[src/design/gda_pkg.sv]
// shared types, constants and calendar helpers for the gregorian date arithmetic block
`default_nettype none
package gda_pkg;

  localparam int MAX_YEAR_DEF = 9999;

  localparam logic [1:0] FUNC_ADD  = 2'd0;
  localparam logic [1:0] FUNC_SUB  = 2'd1;
  localparam logic [1:0] FUNC_DIFF = 2'd2;

  localparam logic [13:0] DEF_YEAR  = 14'd1900;
  localparam logic [21:0] COUNT_MAX = 22'h3FFFFF;

  // floor(2^24 / 100), quotient is exact or one low
  localparam logic [17:0] DIV100_RECIP = 18'd167772;
  localparam int          DIV100_SHIFT = 24;
  // floor(400 * 2^24 / 146097), first guess of the year
  localparam logic [15:0] YEAR_RECIP = 16'd45934;
  localparam int          YEAR_SHIFT = 24;

  localparam logic [4:0] MONTH_LEN [13] = '{
    5'd0, 5'd31, 5'd28, 5'd31, 5'd30, 5'd31, 5'd30,
    5'd31, 5'd31, 5'd30, 5'd31, 5'd30, 5'd31
  };
  localparam logic [8:0] MONTH_START [13] = '{
    9'd0, 9'd0, 9'd31, 9'd59, 9'd90, 9'd120, 9'd151,
    9'd181, 9'd212, 9'd243, 9'd273, 9'd304, 9'd334
  };

  typedef enum logic [3:0] {
    OP_IDLE,
    OP_LOAD,
    OP_YR_START,
    OP_YR_OTHER,
    OP_YR_NEXT,
    OP_YR_CUR,
    OP_DATE_A,
    OP_DATE_B,
    OP_SUM,
    OP_EST,
    OP_UP,
    OP_DOWN,
    OP_REM,
    OP_MONTH,
    OP_OUT
  } op_t;

  typedef struct packed {
    logic yu_done;
    logic func_ok;
    logic is_diff;
    logic start_ok;
    logic other_ok;
    logic sum_ok;
    logic up_more;
    logic down_more;
    logic month_more;
  } status_t;

  // days from the first day of the calendar to the first day of year max_year + 1
  function automatic int last_days(input int max_year);
    return 365 * max_year + max_year / 4 - max_year / 100 + max_year / 400;
  endfunction

  function automatic int year_width(input int max_year);
    return $clog2(max_year + 3);
  endfunction

  function automatic int day_width(input int max_year);
    return $clog2(last_days(max_year) + 1);
  endfunction

  function automatic logic [4:0] month_len(input logic [3:0] m, input logic leap);
    logic [4:0] len;
    len = 5'd0;
    if (m == 4'd2 && leap) begin
      len = 5'd29;
    end else if (m <= 4'd12) begin
      len = MONTH_LEN[m];
    end
    return len;
  endfunction

  function automatic logic [8:0] month_start(input logic [3:0] m, input logic leap);
    logic [8:0] s;
    s = 9'd0;
    if (m <= 4'd12) begin
      s = MONTH_START[m] + ((leap && m > 4'd2) ? 9'd1 : 9'd0);
    end
    return s;
  endfunction

endpackage
`default_nettype wire

[src/design/gregorian_date_arithmetic.sv]
// top level of the gregorian date add, subtract and difference block
//
// one transaction in gives one transaction out. func selects add, subtract
// (day_offset of either sign) or the day count between the start and other
// dates. bad input or an out of range result gives bad_input with 1900-01-01.
// input channel: in_valid / in_stall; in_stall is high while a transaction
// is being worked on, so one transaction is in flight at a time.
// output channel: out_valid / out_stall with a result register; the next
// input transaction is taken while a result still waits to be taken.
// add and subtract run a year search of two or three probes in the shared
// three stage year unit, then a month walk; difference runs neither. a bad
// start date or an out of range add or subtract skips what is left of the
// work. the next input transaction can be taken in the cycle after the
// result register is loaded.
// a stalled output holds its payload; the finished transaction then waits
// in the controller until the result register frees up.
// reset is synchronous; it drops out_valid and returns the controller to
// idle, with no clearing pass.
`default_nettype none
module gregorian_date_arithmetic #(
  parameter int MAX_YEAR = gda_pkg::MAX_YEAR_DEF
) (
  input  wire logic               clk,
  input  wire logic               rst,
  input  wire logic               in_valid,
  output logic                    in_stall,
  input  wire logic [1:0]         func,
  input  wire logic [13:0]        start_year,
  input  wire logic [3:0]         start_month,
  input  wire logic [4:0]         start_day,
  input  wire logic [13:0]        other_year,
  input  wire logic [3:0]         other_month,
  input  wire logic [4:0]         other_day,
  input  wire logic signed [22:0] day_offset,
  output logic                    out_valid,
  input  wire logic               out_stall,
  output logic [13:0]             result_year,
  output logic [3:0]              result_month,
  output logic [4:0]              result_day,
  output logic [21:0]             day_count,
  output logic                    bad_input
);
  import gda_pkg::*;

  op_t     op;
  status_t st;

  gda_ctrl u_ctrl (
    .clk       (clk),
    .rst       (rst),
    .in_valid  (in_valid),
    .in_stall  (in_stall),
    .out_valid (out_valid),
    .out_stall (out_stall),
    .op        (op),
    .st        (st)
  );

  gda_datapath #(
    .MAX_YEAR (MAX_YEAR)
  ) u_dp (
    .clk          (clk),
    .rst          (rst),
    .op           (op),
    .st           (st),
    .func         (func),
    .start_year   (start_year),
    .start_month  (start_month),
    .start_day    (start_day),
    .other_year   (other_year),
    .other_month  (other_month),
    .other_day    (other_day),
    .day_offset   (day_offset),
    .result_year  (result_year),
    .result_month (result_month),
    .result_day   (result_day),
    .day_count    (day_count),
    .bad_input    (bad_input)
  );

endmodule
`default_nettype wire

[src/design/gda_year_unit.sv]
// three stage unit giving days before a year and its leap flag
`default_nettype none
module gda_year_unit #(
  parameter int MAX_YEAR = gda_pkg::MAX_YEAR_DEF
) (
  input  wire logic                                          clk,
  input  wire logic                                          rst,
  input  wire logic                                          start,
  input  wire logic [gda_pkg::year_width(MAX_YEAR)-1:0]      year,
  output logic                                               done,
  output logic [gda_pkg::day_width(MAX_YEAR)-1:0]            days,
  output logic                                               leap
);
  import gda_pkg::*;

  localparam int YW = year_width(MAX_YEAR);
  localparam int DW = day_width(MAX_YEAR);
  localparam int PW = YW + 18;

  logic          v1;
  logic          v2;
  logic [PW-1:0] prod1;
  logic [YW-1:0] y1;
  logic [YW-1:0] y2;
  logic [YW-1:0] q2;
  logic          rzero2;
  logic          leap2;

  logic [YW-1:0] q0;
  logic [YW-1:0] r0;
  logic [YW-1:0] q_fix;
  logic [YW-1:0] r_fix;
  logic [YW-1:0] pm;
  logic [YW-1:0] qp;
  logic [DW-1:0] pm_w;
  logic [DW-1:0] qp_w;
  logic [DW-1:0] days_calc;

  // quotient and remainder by 100
  always_comb begin
    q0 = YW'(prod1 >> DIV100_SHIFT);
    r0 = y1 - q0 * YW'(100);
    if (r0 >= YW'(100)) begin
      q_fix = q0 + YW'(1);
      r_fix = r0 - YW'(100);
    end else begin
      q_fix = q0;
      r_fix = r0;
    end
  end

  // 365 p + p/4 - p/100 + p/400 with p = year - 1
  always_comb begin
    pm        = y2 - YW'(1);
    qp        = q2 - (rzero2 ? YW'(1) : YW'(0));
    pm_w      = DW'(pm);
    qp_w      = DW'(qp);
    days_calc = pm_w * DW'(365) + (pm_w >> 2) - qp_w + (qp_w >> 2);
  end

  always_ff @(posedge clk) begin
    if (rst) begin
      v1   <= 1'b0;
      v2   <= 1'b0;
      done <= 1'b0;
    end else begin
      v1   <= start;
      v2   <= v1;
      done <= v2;
    end
  end

  always_ff @(posedge clk) begin
    prod1  <= PW'(year) * PW'(DIV100_RECIP);
    y1     <= year;
    y2     <= y1;
    q2     <= q_fix;
    rzero2 <= (r_fix == YW'(0));
    leap2  <= ((y1[1:0] == 2'd0) && (r_fix != YW'(0))) ||
              ((r_fix == YW'(0)) && (q_fix[1:0] == 2'd0));
    days   <= days_calc;
    leap   <= leap2;
  end

endmodule
`default_nettype wire

[src/design/gda_datapath.sv]
// datapath: operand registers, date checks, year search and month walk
`default_nettype none
module gda_datapath #(
  parameter int MAX_YEAR = gda_pkg::MAX_YEAR_DEF
) (
  input  wire logic               clk,
  input  wire logic               rst,
  input  wire gda_pkg::op_t       op,
  output gda_pkg::status_t        st,
  input  wire logic [1:0]         func,
  input  wire logic [13:0]        start_year,
  input  wire logic [3:0]         start_month,
  input  wire logic [4:0]         start_day,
  input  wire logic [13:0]        other_year,
  input  wire logic [3:0]         other_month,
  input  wire logic [4:0]         other_day,
  input  wire logic signed [22:0] day_offset,
  output logic [13:0]             result_year,
  output logic [3:0]              result_month,
  output logic [4:0]              result_day,
  output logic [21:0]             day_count,
  output logic                    bad_input
);
  import gda_pkg::*;

  localparam int YW        = year_width(MAX_YEAR);
  localparam int DW        = day_width(MAX_YEAR);
  localparam int LAST_DAYS = last_days(MAX_YEAR);
  localparam int SW        = ((DW > 23) ? DW : 23) + 2;
  localparam int CW        = (YW > 14) ? YW : 14;
  localparam int DXW       = (DW > 22) ? DW : 22;
  localparam int EW        = DW + 16;

  logic [1:0]         func_r;
  logic [13:0]        sy;
  logic [3:0]         sm;
  logic [4:0]         sd;
  logic [13:0]        oy;
  logic [3:0]         om;
  logic [4:0]         od;
  logic signed [22:0] off;
  logic               err;
  logic [DW-1:0]      a;
  logic [DW-1:0]      b;
  logic [DW-1:0]      n;
  logic [YW-1:0]      yy;
  logic               leap_r;
  logic [8:0]         rem;
  logic [3:0]         mm;

  logic               yu_start;
  logic [YW-1:0]      yu_year;
  logic               yu_done;
  logic [DW-1:0]      yu_days;
  logic               yu_leap;

  logic [CW-1:0]      sy_w;
  logic [CW-1:0]      oy_w;
  logic [DW-1:0]      a_calc;
  logic [DW-1:0]      b_calc;
  logic signed [SW-1:0] sum;
  logic [EW-1:0]      est_prod;
  logic [EW-1:0]      est;
  logic [4:0]         cur_len;
  logic [DW-1:0]      diff;
  logic [DXW-1:0]     diff_w;
  logic [CW-1:0]      yy_w;

  assign yu_start = (op == OP_YR_START) || (op == OP_YR_OTHER) ||
                    (op == OP_YR_NEXT) || (op == OP_YR_CUR);

  always_comb begin
    case (op)
      OP_YR_START: yu_year = YW'(sy);
      OP_YR_OTHER: yu_year = YW'(oy);
      OP_YR_NEXT:  yu_year = yy + YW'(1);
      default:     yu_year = yy;
    endcase
  end

  gda_year_unit #(
    .MAX_YEAR (MAX_YEAR)
  ) u_year (
    .clk   (clk),
    .rst   (rst),
    .start (yu_start),
    .year  (yu_year),
    .done  (yu_done),
    .days  (yu_days),
    .leap  (yu_leap)
  );

  always_comb begin
    sy_w     = CW'(sy);
    oy_w     = CW'(oy);
    a_calc   = yu_days + DW'(month_start(sm, yu_leap)) + DW'(sd) - DW'(1);
    b_calc   = yu_days + DW'(month_start(om, yu_leap)) + DW'(od) - DW'(1);
    if (func_r == FUNC_SUB) begin
      sum = $signed(SW'(a)) - SW'(off);
    end else begin
      sum = $signed(SW'(a)) + SW'(off);
    end
    est_prod = EW'(n) * EW'(YEAR_RECIP);
    est      = (est_prod >> YEAR_SHIFT) + EW'(1);
    cur_len  = month_len(mm, leap_r);
    diff     = (a > b) ? a - b : b - a;
    diff_w   = DXW'(diff);
    yy_w     = CW'(yy);
  end

  always_comb begin
    st.yu_done    = yu_done;
    st.func_ok    = (func_r == FUNC_ADD) || (func_r == FUNC_SUB) || (func_r == FUNC_DIFF);
    st.is_diff    = (func_r == FUNC_DIFF);
    st.start_ok   = (sy_w >= CW'(1)) && (sy_w <= CW'(MAX_YEAR)) &&
                    (sm >= 4'd1) && (sm <= 4'd12) && (sd != 5'd0) &&
                    (sd <= month_len(sm, yu_leap));
    st.other_ok   = (oy_w >= CW'(1)) && (oy_w <= CW'(MAX_YEAR)) &&
                    (om >= 4'd1) && (om <= 4'd12) && (od != 5'd0) &&
                    (od <= month_len(om, yu_leap));
    st.sum_ok     = (sum >= $signed(SW'(0))) && (sum < $signed(SW'(LAST_DAYS)));
    st.up_more    = (yu_days <= n);
    st.down_more  = (yy > YW'(1)) && (yu_days > n);
    st.month_more = (mm < 4'd12) && (rem >= 9'(cur_len));
  end

  always_ff @(posedge clk) begin
    if (rst) begin
      err <= 1'b0;
    end else begin
      case (op)
        OP_LOAD:   err <= 1'b0;
        OP_DATE_A: if (!st.start_ok || !st.func_ok) err <= 1'b1;
        OP_DATE_B: if (!st.other_ok) err <= 1'b1;
        OP_SUM:    if (!st.sum_ok) err <= 1'b1;
        default:   err <= err;
      endcase
    end
  end

  always_ff @(posedge clk) begin
    case (op)
      OP_LOAD: begin
        func_r <= func;
        sy     <= start_year;
        sm     <= start_month;
        sd     <= start_day;
        oy     <= other_year;
        om     <= other_month;
        od     <= other_day;
        off    <= day_offset;
      end
      OP_DATE_A: a <= a_calc;
      OP_DATE_B: b <= b_calc;
      OP_SUM:    n <= sum[DW-1:0];
      OP_EST: begin
        if (est > EW'(MAX_YEAR)) begin
          yy <= YW'(MAX_YEAR);
        end else begin
          yy <= est[YW-1:0];
        end
      end
      OP_UP:   yy <= yy + YW'(1);
      OP_DOWN: yy <= yy - YW'(1);
      OP_REM: begin
        rem    <= 9'(n - yu_days);
        leap_r <= yu_leap;
        mm     <= 4'd1;
      end
      OP_MONTH: begin
        rem <= rem - 9'(cur_len);
        mm  <= mm + 4'd1;
      end
      OP_OUT: begin
        if (err) begin
          result_year  <= DEF_YEAR;
          result_month <= 4'd1;
          result_day   <= 5'd1;
          day_count    <= 22'd0;
          bad_input    <= 1'b1;
        end else if (func_r == FUNC_DIFF) begin
          result_year  <= DEF_YEAR;
          result_month <= 4'd1;
          result_day   <= 5'd1;
          day_count    <= (diff_w > DXW'(COUNT_MAX)) ? COUNT_MAX : diff_w[21:0];
          bad_input    <= 1'b0;
        end else begin
          result_year  <= yy_w[13:0];
          result_month <= mm;
          result_day   <= rem[4:0] + 5'd1;
          day_count    <= 22'd0;
          bad_input    <= 1'b0;
        end
      end
      default: ;
    endcase
  end

endmodule
`default_nettype wire

[src/design/gda_ctrl.sv]
// controller state machine sequencing the datapath
`default_nettype none
module gda_ctrl (
  input  wire logic             clk,
  input  wire logic             rst,
  input  wire logic             in_valid,
  output logic                  in_stall,
  output logic                  out_valid,
  input  wire logic             out_stall,
  output gda_pkg::op_t          op,
  input  wire gda_pkg::status_t st
);
  import gda_pkg::*;

  typedef enum logic [12:0] {
    IDLE     = 13'b0000000000001,
    A_ISSUE  = 13'b0000000000010,
    A_WAIT   = 13'b0000000000100,
    B_ISSUE  = 13'b0000000001000,
    B_WAIT   = 13'b0000000010000,
    SUM      = 13'b0000000100000,
    EST      = 13'b0000001000000,
    UP_ISSUE = 13'b0000010000000,
    UP_WAIT  = 13'b0000100000000,
    DN_ISSUE = 13'b0001000000000,
    DN_WAIT  = 13'b0010000000000,
    MONTH    = 13'b0100000000000,
    FINISH   = 13'b1000000000000
  } state_t;

  state_t state;
  state_t state_next;

  assign in_stall = rst || (state != IDLE);

  always_comb begin
    state_next = state;
    op         = OP_IDLE;
    case (state)
      IDLE: begin
        if (in_valid) begin
          op         = OP_LOAD;
          state_next = A_ISSUE;
        end
      end
      A_ISSUE: begin
        op         = OP_YR_START;
        state_next = A_WAIT;
      end
      A_WAIT: begin
        if (st.yu_done) begin
          op = OP_DATE_A;
          if (!st.start_ok || !st.func_ok) begin
            state_next = FINISH;
          end else if (st.is_diff) begin
            state_next = B_ISSUE;
          end else begin
            state_next = SUM;
          end
        end
      end
      B_ISSUE: begin
        op         = OP_YR_OTHER;
        state_next = B_WAIT;
      end
      B_WAIT: begin
        if (st.yu_done) begin
          op         = OP_DATE_B;
          state_next = FINISH;
        end
      end
      SUM: begin
        op         = OP_SUM;
        state_next = st.sum_ok ? EST : FINISH;
      end
      EST: begin
        op         = OP_EST;
        state_next = UP_ISSUE;
      end
      UP_ISSUE: begin
        op         = OP_YR_NEXT;
        state_next = UP_WAIT;
      end
      UP_WAIT: begin
        if (st.yu_done) begin
          if (st.up_more) begin
            op         = OP_UP;
            state_next = UP_ISSUE;
          end else begin
            state_next = DN_ISSUE;
          end
        end
      end
      DN_ISSUE: begin
        op         = OP_YR_CUR;
        state_next = DN_WAIT;
      end
      DN_WAIT: begin
        if (st.yu_done) begin
          if (st.down_more) begin
            op         = OP_DOWN;
            state_next = DN_ISSUE;
          end else begin
            op         = OP_REM;
            state_next = MONTH;
          end
        end
      end
      MONTH: begin
        if (st.month_more) begin
          op = OP_MONTH;
        end else begin
          state_next = FINISH;
        end
      end
      FINISH: begin
        if (!out_valid || !out_stall) begin
          op         = OP_OUT;
          state_next = IDLE;
        end
      end
      default: state_next = IDLE;
    endcase
  end

  always_ff @(posedge clk) begin
    if (rst) begin
      state     <= IDLE;
      out_valid <= 1'b0;
    end else begin
      state <= state_next;
      if (op == OP_OUT) begin
        out_valid <= 1'b1;
      end else if (!out_stall) begin
        out_valid <= 1'b0;
      end
    end
  end

endmodule
`default_nettype wire
[config.mk]
export PLATFORM = sky130hd
export DESIGN_NAME = gregorian_date_arithmetic
export DESIGN_NICKNAME = d
export VERILOG_FILES = /design/src/design/gda_pkg.sv /design/src/design/gregorian_date_arithmetic.sv /design/src/design/gda_year_unit.sv /design/src/design/gda_datapath.sv /design/src/design/gda_ctrl.sv
export SDC_FILE = /design/constraint.sdc
export NUM_CORES = 2
export LEC_CHECK = 0
export BUFFER_PORTS_ARGS = -buffer_cell sky130_fd_sc_hd__buf_2
export CAP_MARGIN = 20
export CORE_ASPECT_RATIO = 1.25
export CORE_MARGIN = 4
export CORE_UTILIZATION = 59
export DETAILED_ROUTE_END_ITERATION = 10
export GPL_TIMING_DRIVEN = 1
export PLACE_DENSITY = 0.79
export RECOVER_POWER = 100
export SETUP_SLACK_MARGIN = 0.02
export SYNTH_ARGS = -nofsm -noshare
export SYNTH_HDL_FRONTEND = slang
export SYNTH_SLANG_ARGS = --single-unit
[constraint.sdc]
create_clock -name clk -period 7.4 [get_ports clk]
set_input_delay 0.74 -clock clk [delete_from_list [all_inputs] [get_ports clk]]
set_output_delay 0.74 -clock clk [all_outputs]
set_load 0.01 [all_outputs]
==> metrics.csv <==
stage;metric;value;unit
placed_design;hpwl dp;74.5;mm
finish;commonest non-fill, non-tap cell in the layout;inv_1;
yosys;post-synthesis simple-gate area fraction;11.1;%
critical_path;Worst Path Max Fanout;4;
floorplan;io pins;123;
global_routing;GRT met2 Usage;51.5;%
timing;slew at the pin with the worst max-slew slack;4300;ps
yosys;Post-Synth XOR/XNOR Area;5.65;%
detailed_routing;WL final;91.0;mm
critical_path;Crit path max-delay family;adder cells;
global_routing;vias in the first global route;27800;
timing;Final min period;7390;ps
floorplan;Core ar.;0.0586;sq mm
detailed_routing;DRT Pass-1 Iters;6;
placed_design;Place WS;-76.7;ps
critical_path;RR Startpoint;u_dp.n[11];
finish;share of post-route cells with drive strength above 1;10.8;%
floorplan;Die W;226;um
floorplan;die height;280;um
timing;Hold Vio Cnt, Final;0;
critical_path;Worst Setup SP;u_dp.n[11];
finish;fin nets;4849;
timing;final setup margin;14.0;ps
placed_design;GP Congestion;0.997;
critical_path;worst path bufs/invs;3;
critical_path;WP data arrival;7710;ps
yosys;register area share after synthesis;23.1;%
yosys;Post-synth EDFFs;211;
yosys;Synth Area in Adders;39.8;%
critical_path;Largest stage delay, worst path;560;ps
floorplan;Starting Density;59.7;%
status;status;complete, but fails checks;
yosys;Synth Warn #;0;
min_path;Hold Crit Start;u_dp.u_year.leap2;
global_routing;GRT overflow;0;
yosys;Synth Net Count;4596;
floorplan;FP Rows;99;
clock_tree;CTS tree;done;
critical_path;WS Path Type;flop to flop;
timing;Setup-failing EPs final;0;
global_routing;busiest grt layer;met2;
status;failing checks;capacitance limit, slew limit;
floorplan;Die ar.;0.0633;sq mm
yosys;main combinational cell family by area after synthesis;adder cells;
min_path;worst hold-check path type;flop to flop;
placed_design;Port Buffers;122;
yosys;Mapped Cells;3604;
global_routing;met3 usage in global routing;3.78;%
detailed_routing;DRC Markers;0;
clock_tree;CTS root buf;clkbuf_16;
yosys;mux contribution to synthesized area;0.708;%
yosys;post-synthesis cell type count;93;
timing;Max Slew Vio Count;147;
global_routing;met1 GRT Util;33.0;%
finish;post-layout util;67.1;%
detailed_routing;Initial DRC Count;2086;
global_routing;GR Util All Layers;28.4;%
timing;Final Skew;21.5;ps
clock_tree;clk slew on worst S/H paths;70;ps
yosys;Synth async-reset ratio;0;%
global_routing;initial antenna violation count;2;
timing;Rel. slew slack;-186;%
clock_tree;# clock sinks;299;
clock_tree;clk buf depth;3;
timing;Max Clk Rate;0.135;GHz
placed_design;Placed Area;0.0373;sq mm
timing;RSZ-0062 raised after global routing;true;
critical_path;crit path cell chain;inv_2, buf_6, fa_1, inv_1, fa_2, fa_1, fa_2, fa_1, fa_2, ha_4, o21ai_0, a21oi_2, o211ai_1, a21bo_2, a211oi_2, nand4_2, or4_4, or4b_1, o32a_1, o21ai_2, and2_4, a211oi_2, a2111o_1;
critical_path;Worst Setup Start Kind;flop;
finish;most frequent cells in the layout;inv_1 (638), ha_1 (566), fa_1 (322), edfxtp_1 (211), nor2_1 (206);
critical_path;crit end category;flop;
yosys;Synth Flop Type;edfxtp_1;
clock_tree;clk_lat worst skew;570;ps
detailed_routing;vias per cell;5.82;
detailed_routing;wire per inst;19.6;um
finish;fin area;0.0393;sq mm
yosys;Mean Syn Cell Area;9.71;sq um
critical_path;slowest CP cell;fa_2;
critical_path;CP required;7720;ps
detailed_routing;Vias;27000;
clock_tree;CTS buffer count;36;
finish;P&R area growth vs syn;12.3;%
timing;Final period util;99.8;%
flow_run;max-cap violation count;3;
yosys;complex-gate fraction of the synthesized area;11.9;%
detailed_routing;Routed Antenna Nets;0;
yosys;post-synthesis register bit count;299;
yosys;Post-Synthesis Cell Area;0.0350;sq mm
global_routing;largest net degree at the start of global routing;73;
clock_tree;H-tree Lvls;2;
global_routing;first-pass GRT wire length;143;mm
[cell usage after synthesis, types with 21 or more instances]
library cell	instances	share of area [%]
nor3_1	55	0.79
inv_1	654	7.0
a21o_1	69	1.5
nand3_1	68	0.97
and3_1	24	0.43
nor2_1	209	2.2
nand2b_1	35	0.63
nand4_1	25	0.45
a211oi_1	21	0.45
dfxtp_1	88	5.0
nand2_1	166	1.8
xor2_1	71	1.8
or3_1	26	0.46
and2_1	27	0.48
o21ai_0	157	2.2
clkbuf_1	57	0.61
ha_1	589	21
nor4_1	24	0.43
a21oi_1	177	2.5
edfxtp_1	211	18
xnor2_1	152	3.8
fa_1	328	19
nor2b_1	38	0.68
[final cells by class]
type,count,area (sq um)
fillers,4526,19300
well taps,757,947
clock buffers,50,1060
multi-input cells,2585,24800
diodes,1,2.50
clock inverters,16,161
inverters,655,2470
flip-flops and latches,299,8100
repair buffers,280,1720
[repair_timing]
action                                  CTS  global route
endpoints found under the hold margin     0             0
hold buffers                              0             0
setup buffers                             9            22
endpoints found under the setup margin   11            22
cloned                                    0             2
pin swaps                                 7            76
resized for setup                        23           124
[kinds of logic (layout without fill, tap and decap cells)]
kind of cell,Yosys count,count (layout)
AOI/OAI and AO/OA,649,649
xor gates and xnor gates,224,224
adders and majority gates,917,917
buffers and inverters,720,1001
DFF,299,299
muxes,24,24
other,0,1
and+or+nand+nor,771,771
[metrics by stage]
stage	instances	TNS, ps	hold slack, ps
global placement	4543	0	354
CTS	4618	0	316
detailed placement	4543	-114	338
floorplan	3604	-56.9	310
finish	4643	0	338
global route	4642	-1050	315
[path summary, 6_finish.rpt]
check / end / slack, ps / depth (start not counted)
setup / recovery: u_dp.yy[1] / 10 / 23
setup reg to reg: u_dp.yy[1] / 10 / 23
hold / removal: u_dp.u_year.leap / 340 / 0
hold reg to reg: u_dp.u_year.leap / 340 / 0
[state kept, by name (all words and copies together) (netlist names), 14 cells and up]
signal and cells:
u_dp.a 22, u_dp.b 22, u_dp.day_count 22, u_dp.n 22
u_dp.off 23, u_dp.oy 14, u_dp.result_year 14, u_dp.sy 14
u_dp.u_year.days 22, u_dp.u_year.y1 14, u_dp.u_year.y2 14, u_dp.yy 14
[routing by layer]
metal | wire length (um) | vias to the layer above | share of wire, %
li1 | - | 12800 | -
met1 | 34300 | 13000 | 38
met2 | 46400 | 993 | 51
met3 | 4860 | 301 | 5.3
met4 | 5440 | 0 | 6.0
met5 | 0 | - | 0
Power is not shown: default switching activity piles up to over one toggle a cycle in this logic, so the estimate is an artifact.
